**src/shmm_pkg.sv**
```systemverilog
`timescale 1ns / 1ps
`default_nettype none
package shmm_pkg;

  localparam int QW = 16;
  localparam int RW = 32;

  typedef struct packed {
    logic [QW-1:0] query_start;
    logic [QW-1:0] query_end;
    logic [RW-1:0] ref_start;
    logic [RW-1:0] ref_end;
    logic          reverse_strand;
    logic [31:0]   ref_id;
    logic          last_of_reference;
    logic          new_query;
  } hit_t;

  typedef struct packed {
    logic [15:0]   match_id;
    logic [QW-1:0] out_query_start;
    logic [QW-1:0] out_query_end;
    logic [RW-1:0] out_ref_start;
    logic [RW-1:0] out_ref_end;
    logic [31:0]   out_ref_id;
    logic [15:0]   hit_count;
    logic          out_reverse;
    logic [31:0]   score;
    logic          last;
    logic          table_full;
  } match_t;

  typedef struct packed {
    logic [QW-1:0] qs;
    logic [QW-1:0] qe;
    logic [QW-1:0] qp;
    logic [RW-1:0] rs;
    logic [RW-1:0] re;
    logic [RW-1:0] rp;
    logic [15:0]   hits;
    logic          strand;
    logic [15:0]   num;
  } entry_t;

  typedef enum logic [2:0] {
    ST_IDLE, ST_SCAN, ST_FULL, ST_FILT, ST_EMIT, ST_FLUSH, ST_DONE
  } state_t;

endpackage
`default_nettype wire

```
**src/shmm_score.sv**
```systemverilog
`timescale 1ns / 1ps
`default_nettype none
module shmm_score (
  input  wire logic            clk,
  input  wire shmm_pkg::entry_t ent,
  output logic [31:0]          score
);
  import shmm_pkg::*;

  logic signed [RW+1:0] qspan, rspan, mx, mn;
  logic signed [RW+2:0] t;
  logic [31:0] t_r, tc;
  logic        pos_r;
  logic [15:0] hits_r;
  logic [47:0] p;

  always_comb begin
    qspan = $signed({2'b00, {(RW-QW){1'b0}}, ent.qe}) -
            $signed({2'b00, {(RW-QW){1'b0}}, ent.qs});
    rspan = $signed({2'b00, ent.re}) - $signed({2'b00, ent.rs});
    mx = (qspan > rspan) ? qspan : rspan;
    mn = (qspan > rspan) ? rspan : qspan;
    t = ($signed({mn[RW+1], mn}) <<< 1) - $signed({mx[RW+1], mx});
    tc = (t > $signed({{(RW-29){1'b0}}, 32'hFFFF_FFFF})) ? 32'hFFFF_FFFF : t[31:0];
  end

  always_ff @(posedge clk) begin
    t_r    <= tc;
    pos_r  <= !t[RW+2] && (t != '0);
    hits_r <= ent.hits;
  end

  assign p = t_r * hits_r;
  assign score = !pos_r ? 32'd1 : (p[47:32] != '0) ? 32'hFFFF_FFFF : p[31:0];
endmodule
`default_nettype wire
```
**config.mk**
```make
export PLATFORM = sky130hd
export DESIGN_NAME = shmm_score
export DESIGN_NICKNAME = d
export VERILOG_FILES = /design/src/shmm_pkg.sv /design/src/shmm_score.sv
export SDC_FILE = /design/constraint.sdc
export NUM_CORES = 2
export LEC_CHECK = 0
export BUFFER_PORTS_ARGS = -buffer_cell sky130_fd_sc_hd__buf_2
export CORE_ASPECT_RATIO = 0.5
export CORE_MARGIN = 3
export CORE_UTILIZATION = 64
export CTS_CLUSTER_SIZE = 10
export DETAILED_ROUTE_END_ITERATION = 8
export MAX_ROUTING_LAYER = met4
export PLACE_DENSITY_LB_ADDON = 0.12
export SLEW_MARGIN = 20
export SYNTH_ARGS = -nofsm -noshare
export SYNTH_HDL_FRONTEND = slang
export SYNTH_SLANG_ARGS = --single-unit
```
**constraint.sdc**
```tcl
create_clock -name clk -period 11.21 [get_ports clk]
set_clock_uncertainty 0.1 [all_clocks]
set_input_delay 1.121 -clock clk [delete_from_list [all_inputs] [get_ports clk]]
set_output_delay 1.121 -clock clk [all_outputs]
set_load 0.005 [all_outputs]
```
# Yosys cells after proc, flatten, opt, wreduce, memory -nomap -nowiden
# Index checks and enable logic that the tools add are counted.
# W data, S select, Z words.
# op_classes
n_mux	4
reduce_logical	4
n_addsub	3
multipliers	1
order_cmp	2
# op_table
op	n
$mux W34	2
$mux W32	2
$mul A32 B16 Y48	1
$gt A35 B33 Y1 const B	1
$reduce_bool A35 Y1	1
$sub A35 B34 Y35	1
$gt A17 B33 Y1	1
$sub A32 B32 Y33	1
$sub A16 B16 Y17	1
$reduce_bool A16 Y1	1
$logic_and A1 B1 Y1	1
$logic_not A1 Y1	1
# totals
input_bits	178
reg_bits	49
elab_cells	17
out_inout_bits	32

# Longest topological paths before layout
# depth
word_depth	6
ltp_mapped	42
mapped_depth_nobuf	38

# Least setup slack after synthesis
# No wires, ideal clock.
# synth_path
kind	input -> register
startpoint	input port ent[106] (netlist name)
endpoint	register pos_r
path_slack_ns	2.165
stages	38
arrival_time_ns	8.816
path_buffers	2
setup_ns	0.129
cell_sequence	inv_1 > ha_1 > and4_1 > a211o_1 > o2111ai_1 > nand3b_1 > a21o_1 > a21oi_1 > o21ai_0 > a31oi_1 > o21bai_1 > a21oi_1 > xor2_1 > ha_1 > nand4_1 > nor2_1 > o2bb2ai_1 > or3_1 > [2 not listed] > o21ai_4 > clkbuf_1 > buf_2 > mux2i_1 > ha_1 > a211o_1 > or3_1 > a21oi_2 > nor4_1 > o31a_1 > o41ai_1 > o21ai_0 > xor2_1 > nor3_1 > and4_1 > nand4_1 > nor4_1 > a31oi_1
# synth_between
elab_chain_len	6
# synth_lines
element	line	text
start, declared	shmm_score.sv:5	input wire shmm_pkg::entry_t ent,
$sub A32 B32 Y33 *	shmm_score.sv:20	rspan = $signed({2'b00, ent.re}) - $signed({2'b00, ent.rs});
$gt A17 B33 Y1	shmm_score.sv:21, shmm_score.sv:22	
$mux W34, on equally long branches	shmm_score.sv:21, shmm_score.sv:22	
$sub A35 B34 Y35 *	shmm_score.sv:23	t = ($signed({mn[RW+1], mn}) <<< 1) - $signed({mx[RW+1], mx});
$reduce_bool A35 Y1 or $logic_not A1 Y1 (tied branches)	shmm_score.sv:29	pos_r <= !t[RW+2] && (t != '0);
$logic_and A1 B1 Y1 *	shmm_score.sv:29	
end signal, assigned	shmm_score.sv:29	
end, declared	shmm_score.sv:13	logic pos_r;
# Mark *: on every way between the ends. The rest lies on a longest branch, timed or not.
# A chain may end at the register's enable or synchronous reset.

# Worst setup path after layout
# layout_path
startpoint	input port ent[162] (netlist name)
endpoint	register t_r[4]
# layout_between
elab_chain_len	5
# layout_lines
element	line	text
$sub A16 B16 Y17 *	shmm_score.sv:18	qspan = $signed({2'b00, {(RW-QW){1'b0}}, ent.qe}) -
$gt A17 B33 Y1	shmm_score.sv:21, shmm_score.sv:22	
$mux W34, on equally long branches	shmm_score.sv:21, shmm_score.sv:22	
$sub A35 B34 Y35 *	shmm_score.sv:23	
$gt A35 B33 Y1	shmm_score.sv:24	tc = (t > $signed({{(RW-29){1'b0}}, 32'hFFFF_FFFF})) ? 32'hFFFF_FFFF : t[31:0];
end signal, assigned	shmm_score.sv:28	t_r <= tc;
end, declared	shmm_score.sv:12	logic [31:0] t_r, tc;
# Marked as above.

==> results.md <==
* Syn avg cell area at 8.28 µm²
* Flops & latches, synth at 49
* Nets@finish at 3,701
* RSZ-0062 raised after global routing: false
* CP endpoint kind: flip-flop
* Min Tclk post-route at 10,170 ps
* Clock sinks at 49
* Dpl cell area at 0.0243 mm²
* Remaining Overflow, GRT at 0
* Vias per inst at 5.72
* Setup violations, final at 0
* Final weighted congestion in routability-driven placement at 0.972
* Placeable Area at 0.0351 mm²
* Post-route clock period utilization at 90.7%
* Cell mode on critical path: o21ai_0
* CP Data Required Time at 11,290 ps
* Setup WS pre-CTS at 868 ps
* Synth warn at 0
* Final WS setup at 1040 ps
* Layout cells sized above 1 at 7.63%
* Area of the multi-input gates at 0.0198 mm²
* Port Buf Inserts at 144
* Clock-pin slew on the worst setup and hold paths at 90 ps
* Initial Utilization at 66.1%
* Status: completed
* Count of pins over their slew limit at 0
* TritonCTS buffer count at 5
* Sequential standard cell area at 985 µm²
* Number of diodes at 0
* Number of routed nets with antenna violations at 0
* Number of gates resized after CTS at 0
* Clock Tree Buf Depth at 2
* Hold Buf Count CTS at 0
* CTS tree: yes
* CP peak stage delay at 650 ps
* Slew @ Worst Pin at 1050 ps
* Root Buffer: clkbuf_16
* Startpoint Class: input pin
* Ys async rst share at 0%
* First-pass GRT wire length at 97.7 mm
* Synthesized instance count at 2,802
* DR pass1 iterations at 6
* P&R area growth vs syn at 5.33%
* Area leader, netlist: fa_1
* Die area at 0.0387 mm²
* Syn Std Cell Area at 0.0232 mm²
* Setup Fix Bufs, Post-CTS at 0
* Crit path DAT at 10,250 ps
* Max-Cap Viols at 0
* # DRC at 0
* CP Max Fanout at 32
* Routed via count at 19,119
* Largest net degree at the start of global routing at 33
* Slew HR at 29.3%
* Vias in the first global route at 19,865
* Hold depth at 1
* Synth unique cells at 73
* Main area contributors after synthesis: fa_1 36%, ha_1 13%, inv_1 8.3%, nand2_1 6.6%, and2_1 6.3%
* Final WL at 58.3 mm
* Seq/Total Area, Yosys at 4.23%
* Average wire per standard cell at 17.4 µm
* Die height at 141 µm
* Synth Net Count at 3,635
* Site Rows at 48
* Type of the most critical hold path: input pin to flip-flop
* Crit-path slowest cell: nor2_1
* GRT Overall Usage at 32.3%
* FMAX at 0.0984 GHz
* Critical path class: input pin to flip-flop
* DR iter-0 viols at 1,253
* Share of the synthesized area in the top cell type at 36.3%
* Setup TNS at 0 ps
* Synth Flop Type: dfxtp_1
* Post-Layout Inst Area at 0.0244 mm²
* Detailed Place HPWL at 47.1 mm
* Initial antenna violation count at 2
* Die X at 275 µm
* Io pins at 210
* Fin. Hold Viols at 0
* Number of synthesized flops with an enable pin at 0
* Filler Cell Count at 2,874
* Number of H-tree levels at 2
==> cells in the mapped netlist (11+ instances only) <==
master    number
xnor2_1       61
a21o_1        58
nand3_1       23
and3_1        13
and2_1       233
nor2b_1       18
nor3_1        29
xor2_1        40
mux2i_1       17
clkbuf_1     105
fa_1         421
nand4_1       22
a21oi_1      142
o21a_1        55
inv_1        514
nand2b_1      24
nand2_1      407
nor4_1        11
dfxtp_1       49
o21bai_1      31
ha_1         234
o21ai_0       89
nor2_1        57
==> layout by cell type (no fill, tap or decap), drive strengths merged, types with 17 or more instances in the layout <==
cell type	count
nor2	57
nor2b	18
nand3	23
dfxtp	49
nand2	407
ha	234
xnor2	61
nand2b	24
mux2i	17
and2	233
o21bai	31
nor3	29
a21o	58
nand4	22
xor2	40
fa	421
buf	174
o21ai	97
inv	516
o21a	55
a21oi	146
==> through the flow <==
step / instances / hold WS, ps / utilization, %
floorplan: 2802 / 1050 / -
global placement: 3336 / 1120 / 69.2
detailed placement: 3336 / 1130 / 69.2
CTS: 3344 / 795 / 69.6
global route: 3344 / 790 / 69.6
finish: 3344 / 802 / 69.6
==> kinds of logic after synthesis <==
logic type / after synthesis / synth area share, %
simple gates: 869 / 18.3
fa+ha+maj: 656 / 49.0
buf+inv: 630 / 10.3
compound gates: 473 / 13.3
xor+xnor: 101 / 3.81
flops: 49 / 4.23
mux: 24 / 1.07
==> layer usage <==
layer  up-vias  wire length [µm]  global-route usage (%)
met5         -                 0                       -
met4         0              1860                    9.46
met3       133              4310                    5.60
met2       654             27500                    53.4
met1      9374             24600                    41.1
li1       8958                 -                       -
==> state kept, by name, summed over array words and instances, names as in the netlist <==
register / count
t_r: 32
hits_r: 16
pos_r: 1
==> worst max-delay path: cells and delay by family <==
family                   cells  cell delay, ps
buffers and inverters        3             450
XOR/XNOR                     1              90
AO/OA/AOI/OAI               19            4070
multiplexers                 1             270
adder cells (fa/ha/maj)      3            1040
AND/OR/NAND/NOR             13            3170
==> final timing paths <==
path	start	endpoint
worst max-delay path	ent[162]	t_r[4]
worst min-delay path	ent[17]	hits_r[0]
==> area by class of cell <==
cell class,instances,area share (%)
multi-input cells,2123,81.1
inverters,515,7.91
flip-flops and latches,49,4.03
repair buffers,174,3.87
well taps,475,2.43
clock buffers,5,0.512
clock inverters,3,0.108
Power is left out: the tool's default activity adds up to more than one toggle a clock period on the data nets, which glitch-free logic cannot reach.
